==> config.mk <==
export PLATFORM = sky130hd
export DESIGN_NAME = taplm_ram
export DESIGN_NICKNAME = d
export VERILOG_FILES = /design/src/taplm_ram.sv
export SDC_FILE = /design/constraint.sdc
export NUM_CORES = 2
export LEC_CHECK = 0
export ABC_CLOCK_PERIOD_IN_PS = 3500
export BUFFER_PORTS_ARGS = -buffer_cell sky130_fd_sc_hd__buf_4
export CORE_UTILIZATION = 55
export DETAILED_ROUTE_END_ITERATION = 10
export GPL_TIMING_DRIVEN = 0
export PLACE_DENSITY = 0.73
export SYNTH_ARGS = -nofsm -noshare
export SYNTH_HDL_FRONTEND = slang
export SYNTH_SLANG_ARGS = --single-unit
==> constraint.sdc <==
create_clock -name clk -period 3.5 [get_ports clk]
set_clock_uncertainty 0.2 [all_clocks]
set_input_delay 0.525 -clock clk [delete_from_list [all_inputs] [get_ports clk]]
set_output_delay 0.525 -clock clk [all_outputs]
set_load 0.01 [all_outputs]
==> src/taplm_ram.sv <==
// ----------------------------------------------------------------------------
// taplm_ram
// Generic simple dual-port RAM: one write port, one registered read port.
// ----------------------------------------------------------------------------
`default_nettype none

module taplm_ram #(
  parameter int WIDTH = 8,
  parameter int DEPTH = 256
) (
  input  wire logic                     clk,
  input  wire logic                     we,
  input  wire logic [$clog2(DEPTH)-1:0] waddr,
  input  wire logic [WIDTH-1:0]         wdata,
  input  wire logic                     re,
  input  wire logic [$clog2(DEPTH)-1:0] raddr,
  output logic      [WIDTH-1:0]         rdata
);

  logic [WIDTH-1:0] mem [DEPTH];

  always_ff @(posedge clk) begin
    if (we) begin
      mem[waddr] <= wdata;
    end
    if (re) begin
      rdata <= mem[raddr];
    end
  end

endmodule

`default_nettype wire

==> metrics.csv <==
metric,value,unit
# DRC,0,
Max Slew Vio Count,0,
Worst path slowest cell,nor2_1,
Hold Path Class,in2reg,
"Data required, critical path",3.74,ns
"Distinct cells, synth",54,
slew margin rel.,0.179,
Tightest Pin Transition,1.23,ns
worst reg2reg startpoint,mem[27][5]$_DFFE_PP_,
root buffer cell,clkbuf_16,
Initial DRC Count,7701,
most frequent cells in the layout,"edfxtp_1 (2056), mux4_2 (454), nor2_1 (252)",
P&R area growth vs syn,11.9,%
Crit. End Element,flip-flop,
reg2reg path depth,6,
share of layout cells above drive strength 1,0.236,
footprint of the multi-input gates,16800,um^2
All-Layer GR Usage,0.321,
# rows,139,
Tmin final,3.87,ns
sequential element share of the synthesized area,0.775,
crit share post-route,1.11,
Yosys top cell by area,edfxtp_1,
GRT overflow,0,
TritonCTS clock tree,built,
crit path to,mem[110][6]$_DFFE_PP_,
largest net degree at the start of global routing,165,
Final Worst Setup Slack,-0.375,ns
via count of the first global-routing pass,41100,
initial antenna violation count,9,
"Largest delay share family, worst path",buffers and inverters,
"Top cell by count, worst path",clkbuf_1,
WP depth,6,
clock slew at reported path FFs,0.06,ns
clk buf depth,3,
mapped cell area,79600,um^2
critical path class,in2reg,
first-pass GRT wire length,319,mm
start point of the critical path,waddr[1],
Mapped Avg Cell Area,21.3,um^2
Initial Util,0.554,
final number of hold-violating endpoints,10,
# Max-Cap Violations,0,
Worst EP arrival,4.12,ns
Routed WL per cell,38.5,um
Filler cells,9692,
run status,"complete, but fails checks",
worst skew pair latency,0.85,ns
cell breakdown of the critical path,"clkbuf_1, nor2b_1, clkbuf_1, nand4_1, clkbuf_2, nor2_1",
fmax,0.258,GHz
leakage power,27.4,nW
WL final,232,mm
Die W,383,um
Port Buf Inserts,27,
flip-flop and latch area,61700,um^2
Vias/cell,7.01,
critical path launch point type,input pin,
CP max FO,10,
Yosys Warn Count,0,
"commonest non-fill, non-tap cell in the layout",edfxtp_1,
# IOs,35,
pwr dens,566,nW/um^2
core area,144000,um^2
Die Height,383,um
RD Place Congestion,1.03,
DR pass1 iterations,7,
setup TNS,-45.71,ns
Synth top area share,0.775,
clock sinks,2056,
Post-DRT Antenna Nets,0,
"flops & latches, synth",2056,
syn_nets,3760,
Critical R2R Capture,rdata[5]$_DFFE_PP_,
fin nets,4000,
internal reg-to-reg setup slack,0.30,ns
largest stage delay on the critical path,0.84,ns
failing checks,"hold timing, setup timing",
WHS,-0.00783,ns
DP Worst Slack,-2.15,ns
top post-synthesis cells by area,"edfxtp_1 (78%), mux4_2 (13%), mux2i_1 (1.7%)",
via count,42300,
Final HPWL DP,152,mm
WP buf/inv,3,
peak supply drop,0.000609,V
Final Setup Violations,457,
Die ar.,146000,um^2
total CTS buffers,194,
RSZ-0062 raised after global routing,yes,
cell count after synthesis,3733,
H-tree levels,4,
routing by layer:
metal / part of all wire / up-vias / track usage / wire (um)
met3: 0.15 / 721 / 0.117 / 35700
met4: 0.064 / 12 / 0.176 / 14800
met1: 0.34 / 21800 / 0.427 / 79100
li1: - / 16200 / - / -
met5: 0.00083 / - / 0.00595 / 193
met2: 0.44 / 3633 / 0.462 / 102000
report_power, final:
part	total, mW	internal, mW	switching (mW)
logic	2.95	0.903	2.05
registers	27.2	27.2	0.0202
clock network	20.3	11.2	9.14
total	50.4	39.2	11.2
Yosys cell counts (all sizes together):
cell type and n:
o311ai 1, o32ai 5, and2 6, a2111oi 5
a31oi 2, nand2 33, and3 1, o22ai 28
nor4 27, nand3 34, o221ai 47, a21oi 96
a221oi 14, o21ai 12, nand4 10, or2b 1
a22oi 133, nor2 282, nand3b 2, o211ai 10
or2 4, a22o 8, a21boi 1, nor2b 31
edfxtp 2056, mux2i 134, or3b 1, and3b 2
a311oi 2, mux4 456, nor3 22, buf 122
o22a 5, nor3b 1, a211oi 16, inv 1
mux2 1, nand2b 8, clkbuf 111, nor4b 1
clkinv 1
logic make-up (layout without fill, tap and decap cells):
group | Yosys count | count (layout) | share of synthesized area
buffers and inverters | 235 | 625 | 0.0183
multiplexers | 591 | 591 | 0.146
other | 0 | 10 | 0
AND/OR/NAND/NOR | 466 | 466 | 0.0263
flip-flops | 2056 | 2056 | 0.775
AO/OA/AOI/OAI | 385 | 385 | 0.0342
layout make-up:
| class | instances | area share |
|---|---|---|
| inverters | 2 | 0.0000843 |
| clock inverters | 100 | 0.0104 |
| well taps | 1903 | 0.0267 |
| repair buffers | 47 | 0.00671 |
| plain buffers | 230 | 0.0177 |
| flip-flops and latches | 2056 | 0.693 |
| clock buffers | 246 | 0.0569 |
| diodes | 10 | 0.000281 |
| multi-input cells | 1442 | 0.188 |
how the worst min path moves through the flow:
stage,start,endpoint,depth (start not counted),slack [ns]
floorplan,wdata[0],mem[0][0]$_DFFE_PP_,0,0.42
finish,wdata[0],mem[109][0]$_DFFE_PP_,1,-0.008
detailed placement,re,rdata[5]$_DFFE_PP_,1,0.70
CTS,wdata[0],mem[110][0]$_DFFE_PP_,1,0.02
global placement,re,rdata[5]$_DFFE_PP_,1,0.68
global route,wdata[0],mem[45][0]$_DFFE_PP_,1,0.04
per-stage QoR:
| step | std cells | power [mW] | util | instance area (um^2) |
|---|---|---|---|---|
| global route | 6026 | 51.3 | 0.620 | 89100 |
| floorplan | 3733 | 29.0 | - | 79600 |
| global placement | 5663 | 30.4 | 0.572 | 82200 |
| detailed placement | 5674 | 30.5 | 0.575 | 82600 |
| CTS | 6026 | 50.3 | 0.619 | 88900 |
| finish | 6036 | 50.4 | 0.620 | 89100 |
registers in the layout (all words and copies together) (netlist names):
| name | count |
|---|---|
| mem | 2048 |
| rdata | 8 |
repair_timing:
item | in CTS | in global routing
resized for setup | 87 | 50
pin swaps | 0 | 1
setup endpoints to repair | 24 | 327
setup buffers | 0 | 2
gates cloned | 0 | 0
endpoints found under the hold margin | 122 | 0
hold buffers | 7 | 0
Note: power is estimated with default switching activity, not from simulation.
